## src/sv/nvcd_pkg.sv

```systemverilog
// ----------------------------------------------------------------------------
// nvcd_pkg
// Shared types, codes and helper functions of the nested vector column decoder.
// ----------------------------------------------------------------------------
package nvcd_pkg;

  // status codes of the column done transaction
  localparam logic [3:0] ST_OK            = 4'd0;
  localparam logic [3:0] ST_HEADER_SHORT  = 4'd1;
  localparam logic [3:0] ST_OUTER_LIMIT   = 4'd2;
  localparam logic [3:0] ST_NO_MARKER     = 4'd3;
  localparam logic [3:0] ST_COUNT_SHORT   = 4'd4;
  localparam logic [3:0] ST_COUNT_EXCEEDS = 4'd5;
  localparam logic [3:0] ST_CSUM_TRUNC    = 4'd6;
  localparam logic [3:0] ST_LEN_TRUNC     = 4'd7;
  localparam logic [3:0] ST_NEG_COUNT     = 4'd8;
  localparam logic [3:0] ST_VALUE_LIMIT   = 4'd9;
  localparam logic [3:0] ST_PAYLOAD_TRUNC = 4'd10;
  localparam logic [3:0] ST_BAD_KIND      = 4'd11;
  localparam logic [3:0] ST_SIZE_MISMATCH = 4'd12;

  // primitive kinds
  localparam logic [3:0] KIND_BOOL    = 4'd0;
  localparam logic [3:0] KIND_INT8    = 4'd1;
  localparam logic [3:0] KIND_UINT8   = 4'd2;
  localparam logic [3:0] KIND_INT16   = 4'd3;
  localparam logic [3:0] KIND_UINT16  = 4'd4;
  localparam logic [3:0] KIND_INT32   = 4'd5;
  localparam logic [3:0] KIND_UINT32  = 4'd6;
  localparam logic [3:0] KIND_FLOAT32 = 4'd7;
  localparam logic [3:0] KIND_INT64   = 4'd8;
  localparam logic [3:0] KIND_UINT64  = 4'd9;
  localparam logic [3:0] KIND_FLOAT64 = 4'd10;

  // configuration register indexes
  localparam logic CFG_VALUE_KIND = 1'b0;
  localparam logic CFG_MAX_TOTAL  = 1'b1;

  // header framing
  localparam logic [31:0] MARK_BIT         = 32'h4000_0000;
  localparam logic [31:0] COUNT_MASK       = 32'h3fff_ffff;
  localparam logic [32:0] COUNT_WORD_BYTES = 33'd4;
  localparam logic [32:0] HEADER_BYTES     = 33'd6;

  // one result before conversion to binary64
  typedef struct packed {
    logic [63:0] raw;
    logic [3:0]  kind;
    logic        has_value;
    logic [30:0] outer_index;
    logic [30:0] inner_index;
    logic        column_done;
    logic [3:0]  status;
  } nvcd_entry_t;

  // bytes per primitive, zero for an unknown kind
  function automatic logic [3:0] kind_width(logic [3:0] k);
    logic [3:0] w;
    if (k <= KIND_UINT8) w = 4'd1;
    else if (k <= KIND_UINT16) w = 4'd2;
    else if (k <= KIND_FLOAT32) w = 4'd4;
    else if (k <= KIND_FLOAT64) w = 4'd8;
    else w = 4'd0;
    return w;
  endfunction

  // log2 of the primitive width
  function automatic logic [1:0] kind_shift(logic [3:0] k);
    logic [1:0] s;
    if (k <= KIND_UINT8) s = 2'd0;
    else if (k <= KIND_UINT16) s = 2'd1;
    else if (k <= KIND_FLOAT32) s = 2'd2;
    else s = 2'd3;
    return s;
  endfunction

endpackage

```

## src/sv/nvcd_parser.sv

```systemverilog
// ----------------------------------------------------------------------------
// nvcd_parser
// Byte-wise column parser: header checks, counts and value assembly.
// ----------------------------------------------------------------------------
module nvcd_parser (
  input  logic                 clk_i,
  input  logic                 rst_ni,
  input  logic                 accept_i,
  input  logic [7:0]           data_byte_i,
  input  logic                 first_byte_i,
  input  logic [31:0]          column_available_i,
  input  logic [31:0]          outer_vectors_i,
  input  logic                 cfg_we_i,
  input  logic                 cfg_index_i,
  input  logic [31:0]          cfg_data_i,
  output nvcd_pkg::nvcd_entry_t ent_a_o,
  output nvcd_pkg::nvcd_entry_t ent_b_o,
  output logic [1:0]           n_push_o
);

  typedef enum logic [2:0] {
    PH_IDLE, PH_COUNT, PH_VERSION, PH_CHECKSUM, PH_LEN, PH_VALUE
  } phase_e;

  phase_e      phase_q, phase_d;
  logic [31:0] bytes_left_q, bytes_left_d;
  logic [31:0] header_q, header_d;
  logic [31:0] outer_cnt_q, outer_cnt_d;
  logic [31:0] outer_tgt_q, outer_tgt_d;
  logic [31:0] inner_cnt_q, inner_cnt_d;
  logic [31:0] inner_tgt_q, inner_tgt_d;
  logic [63:0] shift_q, shift_d;
  logic [3:0]  pos_q, pos_d;
  logic [31:0] total_q, total_d;
  logic [3:0]  col_kind_q, col_kind_d;
  logic [31:0] col_avail_q, col_avail_d;
  logic [3:0]  cfg_kind_q;
  logic [31:0] cfg_max_q;

  logic        val_emit, fin_emit;
  logic [3:0]  fin_status;
  logic [63:0] val_raw;
  logic [30:0] val_oi, val_ii;

  // parse one byte
  always_comb begin
    logic [32:0] decl;
    logic [31:0] cnt;
    logic [31:0] room;
    logic [34:0] need;
    phase_d      = phase_q;
    bytes_left_d = bytes_left_q;
    header_d     = header_q;
    outer_cnt_d  = outer_cnt_q;
    outer_tgt_d  = outer_tgt_q;
    inner_cnt_d  = inner_cnt_q;
    inner_tgt_d  = inner_tgt_q;
    shift_d      = shift_q;
    pos_d        = pos_q;
    total_d      = total_q;
    col_kind_d   = col_kind_q;
    col_avail_d  = col_avail_q;
    val_emit     = 1'b0;
    fin_emit     = 1'b0;
    fin_status   = nvcd_pkg::ST_OK;
    val_raw      = '0;
    val_oi       = '0;
    val_ii       = '0;
    decl         = '0;
    cnt          = '0;
    room         = '0;
    need         = '0;

    if (accept_i) begin
      // column start: latch and check
      if (first_byte_i) begin
        col_avail_d  = column_available_i;
        col_kind_d   = cfg_kind_q;
        outer_cnt_d  = '0;
        outer_tgt_d  = outer_vectors_i;
        inner_cnt_d  = '0;
        inner_tgt_d  = '0;
        total_d      = '0;
        header_d     = '0;
        shift_d      = '0;
        pos_d        = '0;
        bytes_left_d = '0;
        phase_d      = PH_IDLE;
        if (nvcd_pkg::kind_width(cfg_kind_q) == 4'd0) begin
          fin_emit = 1'b1; fin_status = nvcd_pkg::ST_BAD_KIND;
        end else if ({1'b0, column_available_i} < nvcd_pkg::HEADER_BYTES) begin
          fin_emit = 1'b1; fin_status = nvcd_pkg::ST_HEADER_SHORT;
        end else if (outer_vectors_i[31] || (outer_vectors_i > cfg_max_q)) begin
          fin_emit = 1'b1; fin_status = nvcd_pkg::ST_OUTER_LIMIT;
        end else begin
          phase_d = PH_COUNT;
        end
      end

      // the open-ended tail of each phase is handled below via next-outer
      unique case (phase_d)
        PH_COUNT: begin
          header_d = {header_d[23:0], data_byte_i};
          pos_d    = pos_d + 4'd1;
          if (pos_d == 4'd4) begin
            decl = {1'b0, header_d & nvcd_pkg::COUNT_MASK} + nvcd_pkg::COUNT_WORD_BYTES;
            if ((header_d & nvcd_pkg::MARK_BIT) == '0) begin
              fin_emit = 1'b1; fin_status = nvcd_pkg::ST_NO_MARKER;
            end else if (decl < nvcd_pkg::HEADER_BYTES) begin
              fin_emit = 1'b1; fin_status = nvcd_pkg::ST_COUNT_SHORT;
            end else if (decl > {1'b0, col_avail_d}) begin
              fin_emit = 1'b1; fin_status = nvcd_pkg::ST_COUNT_EXCEEDS;
            end else begin
              bytes_left_d = header_d & nvcd_pkg::COUNT_MASK;
              phase_d      = PH_VERSION;
              pos_d        = '0;
              shift_d      = '0;
            end
          end
        end
        PH_VERSION: begin
          bytes_left_d = bytes_left_d - 32'd1;
          shift_d      = {48'd0, shift_d[7:0], data_byte_i};
          pos_d        = pos_d + 4'd1;
          if (pos_d == 4'd2) begin
            pos_d = '0;
            if (shift_d == '0) begin
              if (bytes_left_d < 32'd4) begin
                fin_emit = 1'b1; fin_status = nvcd_pkg::ST_CSUM_TRUNC;
              end else begin
                phase_d = PH_CHECKSUM;
              end
            end else begin
              phase_d = PH_LEN; // resolved by next-outer below
            end
          end
        end
        PH_CHECKSUM: begin
          bytes_left_d = bytes_left_d - 32'd1;
          pos_d        = pos_d + 4'd1;
          if (pos_d == 4'd4) phase_d = PH_LEN;
        end
        PH_LEN: begin
          bytes_left_d = bytes_left_d - 32'd1;
          shift_d      = {32'd0, shift_d[23:0], data_byte_i};
          pos_d        = pos_d + 4'd1;
          if (pos_d == 4'd4) begin
            cnt  = shift_d[31:0];
            room = ({32'd0, total_d} <= {32'd0, cfg_max_q}) ? (cfg_max_q - total_d) : '0;
            need = {3'd0, cnt} << nvcd_pkg::kind_shift(col_kind_d);
            if (cnt[31]) begin
              fin_emit = 1'b1; fin_status = nvcd_pkg::ST_NEG_COUNT;
            end else if (cnt > room) begin
              fin_emit = 1'b1; fin_status = nvcd_pkg::ST_VALUE_LIMIT;
            end else if (need > {3'd0, bytes_left_d}) begin
              fin_emit = 1'b1; fin_status = nvcd_pkg::ST_PAYLOAD_TRUNC;
            end else begin
              total_d     = total_d + cnt;
              inner_tgt_d = cnt;
              inner_cnt_d = '0;
              pos_d       = '0;
              shift_d     = '0;
              if (cnt == '0) outer_cnt_d = outer_cnt_d + 32'd1;
              phase_d = PH_VALUE;
            end
          end
        end
        PH_VALUE: begin
          bytes_left_d = bytes_left_d - 32'd1;
          shift_d      = {shift_d[55:0], data_byte_i};
          pos_d        = pos_d + 4'd1;
          if (pos_d == nvcd_pkg::kind_width(col_kind_d)) begin
            val_emit    = 1'b1;
            val_raw     = shift_d;
            val_oi      = outer_cnt_d[30:0];
            val_ii      = inner_cnt_d[30:0];
            pos_d       = '0;
            shift_d     = '0;
            inner_cnt_d = inner_cnt_d + 32'd1;
            if (inner_cnt_d == inner_tgt_d) begin
              outer_cnt_d = outer_cnt_d + 32'd1;
              phase_d     = PH_LEN;
            end
          end
        end
        default: ;
      endcase

      // next-outer decision where a vector boundary has been reached
      if (!fin_emit && !first_byte_i || !fin_emit && phase_q == PH_IDLE) begin
        if (
          (phase_q == PH_VERSION && phase_d == PH_LEN) ||
          (phase_q == PH_CHECKSUM && phase_d == PH_LEN) ||
          (phase_q == PH_COUNT && phase_d == PH_LEN) ||
          (phase_q == PH_LEN && phase_d == PH_VALUE && inner_tgt_d == '0 &&
           pos_q == 4'd3) ||
          (phase_q == PH_VALUE && phase_d == PH_LEN)
        ) begin
          if (outer_cnt_d == outer_tgt_d) begin
            fin_emit   = 1'b1;
            fin_status = (bytes_left_d != '0) ? nvcd_pkg::ST_SIZE_MISMATCH : nvcd_pkg::ST_OK;
          end else if (bytes_left_d < 32'd4) begin
            fin_emit = 1'b1; fin_status = nvcd_pkg::ST_LEN_TRUNC;
          end else begin
            phase_d = PH_LEN;
            pos_d   = '0;
            shift_d = '0;
          end
        end
      end

      if (fin_emit) phase_d = PH_IDLE;
    end
  end

  // results towards the queue, value first
  always_comb begin
    nvcd_pkg::nvcd_entry_t v, f;
    v = '0;
    v.raw         = val_raw;
    v.kind        = col_kind_d;
    v.has_value   = 1'b1;
    v.outer_index = val_oi;
    v.inner_index = val_ii;
    f = '0;
    f.column_done = 1'b1;
    f.status      = fin_status;
    ent_a_o  = val_emit ? v : f;
    ent_b_o  = f;
    n_push_o = {1'b0, val_emit} + {1'b0, fin_emit};
  end

  // parser state
  always_ff @(posedge clk_i or negedge rst_ni) begin
    if (!rst_ni) begin
      phase_q      <= PH_IDLE;
      bytes_left_q <= '0;
      header_q     <= '0;
      outer_cnt_q  <= '0;
      outer_tgt_q  <= '0;
      inner_cnt_q  <= '0;
      inner_tgt_q  <= '0;
      shift_q      <= '0;
      pos_q        <= '0;
      total_q      <= '0;
      col_kind_q   <= '0;
      col_avail_q  <= '0;
    end else begin
      phase_q      <= phase_d;
      bytes_left_q <= bytes_left_d;
      header_q     <= header_d;
      outer_cnt_q  <= outer_cnt_d;
      outer_tgt_q  <= outer_tgt_d;
      inner_cnt_q  <= inner_cnt_d;
      inner_tgt_q  <= inner_tgt_d;
      shift_q      <= shift_d;
      pos_q        <= pos_d;
      total_q      <= total_d;
      col_kind_q   <= col_kind_d;
      col_avail_q  <= col_avail_d;
    end
  end

  // configuration registers
  always_ff @(posedge clk_i or negedge rst_ni) begin
    if (!rst_ni) begin
      cfg_kind_q <= nvcd_pkg::KIND_BOOL;
      cfg_max_q  <= '1;
    end else if (cfg_we_i) begin
      unique case (cfg_index_i)
        nvcd_pkg::CFG_VALUE_KIND: cfg_kind_q <= cfg_data_i[3:0];
        nvcd_pkg::CFG_MAX_TOTAL:  cfg_max_q  <= cfg_data_i;
        default: ;
      endcase
    end
  end

endmodule

```

## src/sv/nvcd_fifo.sv

```systemverilog
// ----------------------------------------------------------------------------
// nvcd_fifo
// Four-entry result queue taking up to two pushes and one pop per cycle.
// ----------------------------------------------------------------------------
module nvcd_fifo (
  input  logic                  clk_i,
  input  logic                  rst_ni,
  input  nvcd_pkg::nvcd_entry_t ent_a_i,
  input  nvcd_pkg::nvcd_entry_t ent_b_i,
  input  logic [1:0]            n_push_i,
  input  logic                  pop_i,
  output logic                  space_o,
  output logic                  head_valid_o,
  output nvcd_pkg::nvcd_entry_t head_o
);

  nvcd_pkg::nvcd_entry_t mem_q [4];
  logic [1:0] wr_q, rd_q;
  logic [2:0] cnt_q;
  logic       do_pop;

  assign head_valid_o = (cnt_q != 3'd0);
  assign head_o       = mem_q[rd_q];
  assign space_o      = (cnt_q <= 3'd2);
  assign do_pop       = pop_i && head_valid_o;

  // storage
  always_ff @(posedge clk_i) begin
    if (n_push_i != 2'd0) mem_q[wr_q] <= ent_a_i;
    if (n_push_i == 2'd2) mem_q[wr_q + 2'd1] <= ent_b_i;
  end

  // pointers and fill count
  always_ff @(posedge clk_i or negedge rst_ni) begin
    if (!rst_ni) begin
      wr_q  <= '0;
      rd_q  <= '0;
      cnt_q <= '0;
    end else begin
      wr_q  <= wr_q + n_push_i;
      rd_q  <= rd_q + {1'b0, do_pop};
      cnt_q <= cnt_q + {1'b0, n_push_i} - {2'b0, do_pop};
    end
  end

endmodule

```

## src/sv/nvcd_convert.sv

```systemverilog
// ----------------------------------------------------------------------------
// nvcd_convert
// Four-stage conversion of raw primitives to binary64, ending in the output
// register.
// ----------------------------------------------------------------------------
module nvcd_convert (
  input  logic                  clk_i,
  input  logic                  rst_ni,
  input  logic                  head_valid_i,
  input  nvcd_pkg::nvcd_entry_t head_i,
  output logic                  pop_o,
  output logic                  out_valid_o,
  input  logic                  out_ready_i,
  output logic [63:0]           value_bits_o,
  output logic                  has_value_o,
  output logic [30:0]           outer_index_o,
  output logic [30:0]           inner_index_o,
  output logic                  column_done_o,
  output logic [3:0]            status_o
);

  typedef struct packed {
    logic        has_value;
    logic [30:0] outer_index;
    logic [30:0] inner_index;
    logic        column_done;
    logic [3:0]  status;
  } meta_t;

  typedef struct packed {
    logic        direct;
    logic [63:0] bits;
    logic        sign;
    logic [10:0] base;
  } num_t;

  logic        adv;
  logic        v1_q, v2_q, v3_q, vo_q;
  meta_t       m1_q, m2_q, m3_q, mo_q;
  num_t        n1_d, n1_q, n2_q, n3_q;
  logic [6:0]  lz_d, lz_q;
  logic [63:0] norm_d;
  logic [10:0] exp_d, exp_q;
  logic [63:0] res_d, vo_bits_q;

  assign adv   = !vo_q || out_ready_i;
  assign pop_o = adv;

  // stage 1: sign and magnitude
  always_comb begin
    logic [63:0] sx;
    logic [7:0]  fe;
    logic [22:0] fm;
    sx = '0;
    fe = head_i.raw[30:23];
    fm = head_i.raw[22:0];
    n1_d = '0;
    n1_d.base = 11'd1023;
    if (!head_i.has_value) begin
      n1_d.direct = 1'b1;
    end else begin
      unique case (head_i.kind)
        nvcd_pkg::KIND_BOOL: begin
          n1_d.direct = 1'b1;
          n1_d.bits   = (head_i.raw != '0) ? 64'h3ff0_0000_0000_0000 : '0;
        end
        nvcd_pkg::KIND_INT8, nvcd_pkg::KIND_INT16,
        nvcd_pkg::KIND_INT32, nvcd_pkg::KIND_INT64: begin
          if (head_i.kind == nvcd_pkg::KIND_INT8)
            sx = {{56{head_i.raw[7]}}, head_i.raw[7:0]};
          else if (head_i.kind == nvcd_pkg::KIND_INT16)
            sx = {{48{head_i.raw[15]}}, head_i.raw[15:0]};
          else if (head_i.kind == nvcd_pkg::KIND_INT32)
            sx = {{32{head_i.raw[31]}}, head_i.raw[31:0]};
          else
            sx = head_i.raw;
          n1_d.sign = sx[63];
          n1_d.bits = sx[63] ? (~sx + 64'd1) : sx;
        end
        nvcd_pkg::KIND_FLOAT32: begin
          if (fe == 8'hff) begin
            n1_d.direct = 1'b1;
            n1_d.bits   = {head_i.raw[31], 11'h7ff, (fm != '0), fm[21:0], 29'd0};
          end else if (fe == 8'h00) begin
            if (fm == '0) begin
              n1_d.direct = 1'b1;
              n1_d.bits   = {head_i.raw[31], 63'd0};
            end else begin
              n1_d.sign = head_i.raw[31];
              n1_d.bits = {41'd0, fm};
              n1_d.base = 11'd874 - 11'd63 + 11'd63;
            end
          end else begin
            n1_d.direct = 1'b1;
            n1_d.bits   = {head_i.raw[31], {3'd0, fe} + 11'd896, fm, 29'd0};
          end
        end
        nvcd_pkg::KIND_FLOAT64: begin
          n1_d.direct = 1'b1;
          n1_d.bits   = head_i.raw;
        end
        default: n1_d.bits = head_i.raw;
      endcase
    end
  end

  // stage 2: leading zero count
  always_comb begin
    lz_d = 7'd64;
    for (int i = 0; i < 64; i++) begin
      if (n1_q.bits[i]) lz_d = 7'(63 - i);
    end
  end

  // stage 3: normalise and exponent
  always_comb begin
    norm_d = n2_q.bits << lz_q[5:0];
    exp_d  = n2_q.base + 11'd63 - {4'd0, lz_q};
  end

  // stage 4: round to nearest even and pack
  always_comb begin
    logic up;
    up = n3_q.bits[10] && ((n3_q.bits[9:0] != '0) || n3_q.bits[11]);
    if (n3_q.direct) res_d = n3_q.bits;
    else if (n3_q.bits[63] == 1'b0) res_d = {n3_q.sign, 63'd0};
    else res_d = {n3_q.sign, exp_q, n3_q.bits[62:11]} + {63'd0, up};
  end

  // pipeline valids
  always_ff @(posedge clk_i or negedge rst_ni) begin
    if (!rst_ni) begin
      v1_q <= 1'b0;
      v2_q <= 1'b0;
      v3_q <= 1'b0;
      vo_q <= 1'b0;
    end else if (adv) begin
      v1_q <= head_valid_i;
      v2_q <= v1_q;
      v3_q <= v2_q;
      vo_q <= v3_q;
    end
  end

  // pipeline payload
  always_ff @(posedge clk_i) begin
    if (adv) begin
      m1_q      <= '{head_i.has_value, head_i.outer_index, head_i.inner_index,
                     head_i.column_done, head_i.status};
      n1_q      <= n1_d;
      m2_q      <= m1_q;
      n2_q      <= n1_q;
      lz_q      <= lz_d;
      m3_q      <= m2_q;
      n3_q      <= n2_q.direct ? n2_q : num_t'{1'b0, norm_d, n2_q.sign, n2_q.base};
      exp_q     <= exp_d;
      mo_q      <= m3_q;
      vo_bits_q <= res_d;
    end
  end

  assign out_valid_o   = vo_q;
  assign value_bits_o  = vo_bits_q;
  assign has_value_o   = mo_q.has_value;
  assign outer_index_o = mo_q.outer_index;
  assign inner_index_o = mo_q.inner_index;
  assign column_done_o = mo_q.column_done;
  assign status_o      = mo_q.status;

endmodule

```

## src/sv/nested_vector_column_decoder_top.sv

```systemverilog
// ----------------------------------------------------------------------------
// nested_vector_column_decoder_top
// Deframes a column of nested vectors into binary64 values with indices.
// ----------------------------------------------------------------------------
// Usage:
// - input channel (in_valid_i/in_ready_o) carries one column byte per
//   transaction; first_byte_i starts a new column and latches
//   column_available_i and outer_vectors_i
// - output channel (out_valid_o/out_ready_i) carries value transactions and
//   one final transaction per column with column_done_o and status_o
// - a byte yields zero, one or two output transactions; they go through a
//   four-entry queue and a four-stage binary64 conversion pipeline
// - an accepted byte's results are written into the queue at the accepting
//   edge and then pass through the four registered conversion stages
// - throughput: one byte per cycle while the queue holds at most two
//   entries; one output transaction per cycle while out_ready_i is high
// - the value_kind and max_total_values registers are written on the
//   cfg_we_i port; the kind is latched at each column start
// - reset empties queue and pipeline and leaves the parser idle; bytes
//   arriving while idle without first_byte_i are dropped
// - when the receiver stalls, the pipeline holds, the queue fills and
//   in_ready_o falls
// ----------------------------------------------------------------------------
module nested_vector_column_decoder_top (
  input  logic        clk_i,
  input  logic        rst_ni,
  input  logic        in_valid_i,
  output logic        in_ready_o,
  input  logic [7:0]  data_byte_i,
  input  logic        first_byte_i,
  input  logic [31:0] column_available_i,
  input  logic [31:0] outer_vectors_i,
  input  logic        cfg_we_i,
  input  logic        cfg_index_i,
  input  logic [31:0] cfg_data_i,
  output logic        out_valid_o,
  input  logic        out_ready_i,
  output logic [63:0] value_bits_o,
  output logic        has_value_o,
  output logic [30:0] outer_index_o,
  output logic [30:0] inner_index_o,
  output logic        column_done_o,
  output logic [3:0]  status_o
);

  nvcd_pkg::nvcd_entry_t ent_a, ent_b, head;
  logic [1:0] n_push;
  logic       space, head_valid, pop;

  assign in_ready_o = space;

  // byte parser
  nvcd_parser u_parser (
    .clk_i              (clk_i),
    .rst_ni             (rst_ni),
    .accept_i           (in_valid_i && space),
    .data_byte_i        (data_byte_i),
    .first_byte_i       (first_byte_i),
    .column_available_i (column_available_i),
    .outer_vectors_i    (outer_vectors_i),
    .cfg_we_i           (cfg_we_i),
    .cfg_index_i        (cfg_index_i),
    .cfg_data_i         (cfg_data_i),
    .ent_a_o            (ent_a),
    .ent_b_o            (ent_b),
    .n_push_o           (n_push)
  );

  // result queue
  nvcd_fifo u_fifo (
    .clk_i        (clk_i),
    .rst_ni       (rst_ni),
    .ent_a_i      (ent_a),
    .ent_b_i      (ent_b),
    .n_push_i     (n_push),
    .pop_i        (pop),
    .space_o      (space),
    .head_valid_o (head_valid),
    .head_o       (head)
  );

  // binary64 conversion and output register
  nvcd_convert u_convert (
    .clk_i         (clk_i),
    .rst_ni        (rst_ni),
    .head_valid_i  (head_valid),
    .head_i        (head),
    .pop_o         (pop),
    .out_valid_o   (out_valid_o),
    .out_ready_i   (out_ready_i),
    .value_bits_o  (value_bits_o),
    .has_value_o   (has_value_o),
    .outer_index_o (outer_index_o),
    .inner_index_o (inner_index_o),
    .column_done_o (column_done_o),
    .status_o      (status_o)
  );

endmodule
```

## config.mk

```make
export PLATFORM = sky130hd
export DESIGN_NAME = nested_vector_column_decoder_top
export DESIGN_NICKNAME = d
export VERILOG_FILES = /design/src/sv/nvcd_pkg.sv /design/src/sv/nvcd_parser.sv /design/src/sv/nvcd_fifo.sv /design/src/sv/nvcd_convert.sv /design/src/sv/nested_vector_column_decoder_top.sv
export SDC_FILE = /design/constraint.sdc
export NUM_CORES = 2
export LEC_CHECK = 0
export BUFFER_PORTS_ARGS = -buffer_cell sky130_fd_sc_hd__buf_4
export CORE_MARGIN = 1
export CORE_UTILIZATION = 35
export CTS_CLUSTER_SIZE = 8
export DETAILED_ROUTE_END_ITERATION = 8
export HOLD_SLACK_MARGIN = 0.15
export PLACE_DENSITY_LB_ADDON = 0.08
export SETUP_SLACK_MARGIN = 0.1
export SLEW_MARGIN = 30
export SYNTH_ARGS = -nofsm -noshare
export SYNTH_HDL_FRONTEND = slang
export SYNTH_HIERARCHICAL = 1
export SYNTH_SLANG_ARGS = --single-unit
```

## constraint.sdc

```tcl
create_clock -name clk_i -period 56.4 [get_ports clk_i]
set_input_delay 5.64 -clock clk_i [delete_from_list [all_inputs] [get_ports clk_i]]
set_output_delay 5.64 -clock clk_i [all_outputs]
set_load 0.02 [all_outputs]
```

After elaboration in Yosys (flattened, before gate mapping)
Memory sizes are Yosys's and may differ from the RTL's.
Cells that the tools add are included.
Storage, ports and cells
  bits in writable memories: 544
  memory bits (read-only): 0
  memories: 1
  bits in registers: 944
  bits in latches: 0
  word-level logic and storage cells: 456
  input bits: 111
  output and inout bits: 134
Operators by class
  div/mod/pow operators: 0
  eq/ne operators: 26
  muxes and demuxes: 275
  multiply operators: 0
  bitwise logic cells: 5
  magnitude comparators: 18
  reductions and logical operators: 50
  shifts and indexed selects: 2
  $add $sub $neg: 18
Memory list
  u_fifo.mem_q: words 4, bits a word 136, read ports 1, clocked after memory_dff 0, write ports 2, RTL line nvcd_fifo.sv:17  | nvcd_pkg::nvcd_entry_t mem_q [4];
Operators with widths (count)
  64-bit two-way mux: 26
  32-bit two-way mux: 44
  64-bit one-hot mux with 4 select lines: 1
  4-bit two-way mux: 59
  31-bit two-way mux: 7
  32-bit one-hot mux with 2 select lines: 3
  64-bit one-hot mux with 3 select lines: 1
  6-bit two-way mux: 31
  136-bit two-way mux: 1
  65-bit two-way mux: 2
  32-bit logical NOT: 3
  32-bit by 3-bit < comparator with 1-bit output (second input constant): 3
  3-bit two-way mux: 28
  5-bit two-way mux: 16
  77-bit two-way mux: 1
  24-bit two-way mux: 3
  32-bit by 1-bit adder with 32-bit output (second input constant): 2
  64-bit by 1-bit adder with 64-bit output: 1
  64-bit by 1-bit adder with 64-bit output (second input constant): 1
  32-bit == test: 2
  32-bit > comparator: 2
  64-bit inverter: 1
  64-bit nonzero test: 1
  64-bit by 6-bit << shifter with 64-bit output: 1
  64 further kinds: 154

Longest topological paths before layout
  depth in word-level cells: 63
  gate-level depth with buffers: 60
  gate-level depth less buffers: 41

Modules after synthesis
The synthesis kept the hierarchy.
By module, submodules not included
  nvcd_parser: times used 1, cells each 3877, area each 31549.0 um2
  nvcd_convert: times used 1, cells each 2395, area each 28024.4 um2
  nvcd_fifo: times used 1, cells each 1356, area each 26781.9 um2
  nested_vector_column_decoder_top: times used 1, cells each 1, area each 6.3 um2

Worst setup path after synthesis
Ideal clock, no wire load.
  kind: in2reg
  start: input first_byte_i
  end: memory u_fifo/mem_q[0][0] in the netlist's numbering, enable pin
  buffers on the path: 17
  path slack: 29.915 ns
  setup time: 0.819 ns
  stages on the path: 55
  data arrival time: 25.666 ns
  cell sequence: buf_2 -> buf_6 -> buf_6 -> buf_2 -> buf_2 -> buf_2 -> buf_1 -> clkbuf_1 -> buf_2 -> buf_2 -> buf_1 -> clkbuf_1 -> clkbuf_1 -> clkbuf_1 -> clkbuf_1 -> nor2b_1 -> ha_1 -> inv_1 -> (+19 left out) -> and3_1 -> a211oi_1 -> o2bb2ai_1 -> o21ai_0 -> or3_1 -> or4_1 -> o31ai_1 -> and3_1 -> xor2_1 -> o311ai_0 -> nor4_1 -> nand4_1 -> and3_1 -> nor2_1 -> ha_1 -> clkbuf_2 -> o21bai_1 -> o21ai_0
RTL lines
  start, declared: RTL line nested_vector_column_decoder_top.sv:30  | input logic first_byte_i,
  end, declared: RTL line nvcd_fifo.sv:17

==> results.md <==
- Static Leak: 0.03721 uW
- # rows: 181
- Final setup fails: 0
- Initial antenna violation count: 10
- YS warnings: 6
- Worst Hold Depth: 0
- CP startpoint: first_byte_i
- Mean area per synthesized cell: 11.32 um^2
- Gr usage total: 23.52%
- DP HPWL: 211900 um
- Routed Wire Length: 299700 um
- EDFF count, synth: 1098
- Peak supply drop: 0.00003023 V
- TritonCTS Buffers: 205
- Post CTS Setup Buffer Count: 0
- DIE AREA: 0.2487 mm^2
- Clock latency on the worst-skew pair: 0.90 ns
- Iter 0 DRT Violations: 5853
- Util after Layout: 39.69%
- # port buffers: 244
- Worst r2r dst: u_fifo/mem_q[3][54]
- First-pass GRT wire length: 438400 um
- H-tree depth: 4
- Fin. Hold Viols: 0
- RSZ-0062 raised after global routing: false
- Die Y: 498.7 um
- R2r setup slk: 42.38 ns
- Synth area leaders: edfxtp_1 (38%), dfrtp_1 (9.5%), mux2_2 (8.5%)
- R2R depth: 42
- Power Total: 4720 uW
- Min-Delay Path Class: flip-flop to flip-flop
- Seq cells post-synth: 1459
- Gr ovfl total: 0
- WL/cell: 27.09 um
- Cts repair resizes: 0
- Starting Density: 35.34%
- Remaining antenna violation count: 0
- Synth cell count leaders: edfxtp_1 (1098), nand2_1 (687), mux2_2 (651), nor2_1 (570), a21oi_1 (367)
- Gpl congestion: 0.9066
- CP max stage delay: 0.83 ns
- Min Clock Period, post-route: 19.01 ns
- Fin. max-slew vios: 0
- Final Net Count: 8058
- Hold bufs inserted after CTS: 0
- Root buf cell: clkbuf_16
- Largest area contributor in the netlist: edfxtp_1
- Layout cells sized above 1: 21.09%
- CTS tree: built
- Sink Count: 1459
- FF-to-FF Start: u_parser/cfg_max_q[0]
- Power Density: 48.67 mW/mm^2
- Netlist cell types: 115
- Synth Flop Type: edfxtp_1
- Fmax: 52.61 MHz
- Worst-case headroom to the max-slew limit: 30.92%
- Area of the core: 0.2444 mm^2
- Crit-path max FO: 52
- Mapped Area: 0.08636 mm^2
- Tcrit/Tclk final: 33.70%
- Drt via density: 5.736
- Critical path destination: u_fifo/mem_q[3][54]
- Top-count cell post-synth: edfxtp_1
- Drt pass-1 iters: 8
- DRC: 0
- Final setup TNS: 0 ns
- CP required: 57.00 ns
- Crit path kind: input port to flip-flop
- Chip width: 498.7 um
- Worst Setup End Kind: flip-flop
- Status: finished, final reports clean
- Largest net degree at the start of global routing: 160
- Arrival @ worst endpoint: 19.61 ns
- Clock Tree Buf Depth: 3
- Fin Clk Skew: 0.09501 ns
- CTS clock-pin slew for the worst setup and hold paths: 0.05 ns
- CP max stage cell: buf_4
- Sequential share of the synthesized area: 48.69%
- Max_cap viols: 0
- Asr flop ratio synth: 24.74%
- Area fraction of the dominant cell type after synthesis: 38.18%
- Crit start category: input port
- Vias in the first global route: 62600
- # IOs: 245
- DR vias: 63470
- Most used cell, CP: a21oi_1
- Post-Syn Instances: 7629
- Area growth syn-to-layout: 12.30%
- Worst Tran Pin Value: 1.028 ns
-- where the power goes --
group	internal (uW)	leakage, uW	total [uW]	switching [uW]
sequential	1470	0.0151	1710	233
combinational	685	0.0192	1840	1150
clock	692	0.00291	1180	485
-- state kept, by name, summed over array words and instances, names as in the netlist, 11 cells and up --
| name | cells |
|---|---|
| u_parser/outer_cnt_q | 32 |
| u_convert/m3_q | 68 |
| u_parser/cfg_max_q | 32 |
| u_parser/inner_cnt_q | 32 |
| u_convert/n1_q | 67 |
| u_parser/col_avail_q | 32 |
| u_convert/n3_q | 66 |
| u_parser/outer_tgt_q | 32 |
| u_convert/m1_q | 68 |
| u_convert/inner_index_o | 31 |
| u_parser/shift_q | 56 |
| u_convert/outer_index_o | 31 |
| u_convert/value_bits_o | 64 |
| u_fifo/mem_q | 544 |
| u_parser/inner_tgt_q | 32 |
| u_parser/total_q | 32 |
| u_parser/bytes_left_q | 32 |
| u_convert/m2_q | 68 |
| u_convert/n2_q | 67 |
| u_parser/header_q | 23 |
| u_convert/exp_q | 11 |
-- layout by cell type (no fill, tap or decap), types with 39 or more instances in the layout --
cell type	count
conb_1	132
edfxtp_1	1098
o2bb2ai_1	69
a22o_1	41
nand2_1	683
clkbuf_1	99
xnor2_1	171
mux2i_1	151
mux2_2	651
mux2_4	40
and3_1	120
buf_4	377
o22ai_1	71
or3_1	39
a31oi_1	85
o31ai_1	74
mux4_2	193
nor4_1	114
a21oi_1	367
nor3_1	126
nor2b_1	52
nor2_1	560
a21o_1	45
o21ai_0	358
inv_1	214
nand4_1	96
dfrtp_1	327
clkbuf_16	206
xor2_1	91
a22oi_1	109
ha_1	213
nand3_1	137
-- metrics by stage --
stage          std cells  instance area [um^2]  hold WS (ns)  setup WS, ns
3_5_place_dp       10720                 90750        0.4045         36.08
2_1_floorplan       7759                 86850        0.4003         29.91
3_3_place_gp       10720                 90690        0.4018         35.73
5_1_grt            11060                 96970        0.3961         36.61
4_1_cts            11060                 96860        0.3913         37.00
6_report           11060                 96990        0.3907         37.39
-- worst min-delay path by stage --
stage | slack, ns | startpoint | endpoint
after global routing | 0.40 | u_convert/m1_q[1] | u_convert/m2_q[1]
after CTS | 0.39 | u_convert/m1_q[1] | u_convert/m2_q[1]
after detailed placement | 0.40 | u_convert/m3_q[67] | u_convert/has_value_o
after global placement | 0.40 | u_convert/m3_q[55] | u_convert/outer_index_o[19]
final | 0.39 | u_convert/m1_q[1] | u_convert/m2_q[1]
after floorplan | 0.40 | u_convert/m3_q[4] | u_convert/column_done_o
-- cell families after synthesis --
group | synth area share (%)
AO/OA/AOI/OAI | 12.04
XOR/XNOR | 2.657
adder cells (fa/ha/maj) | 3.179
buffers and inverters | 4.736
flip-flops | 48.69
multiplexers | 16.10
other | 0.008696
AND/OR/NAND/NOR | 12.60
-- area by class of cell --
cell class | instances | area (um^2)
clock buffer | 313 | 5637
fill | 23470 | 147400
clock inverter | 20 | 475.5
timing repair buffer | 390 | 3077
inverter | 221 | 834.6
multi-input combinational | 5453 | 40890
antenna | 6 | 15.01
sequential | 1459 | 42050
tap | 3202 | 4006
-- worst max-delay path: cells and delay by family --
kind	cells	cell delay [ns]
and+or+nand+nor	14	4.97
buffers and inverters	6	3.26
muxes	1	0.42
xor gates and xnor gates	1	0.17
AOI/OAI and AO/OA	17	3.74
adders and majority gates	3	1.17
-- metal layers --
metal	up-vias	routed length (um)	GRT usage, %
li1	28990	-	-
met1	31880	139200	33.37
met2	2142	135000	36.85
met3	457	14940	2.829
met4	6	10630	8.333
met5	-	38	0
Power figures use the tool's default switching activity.
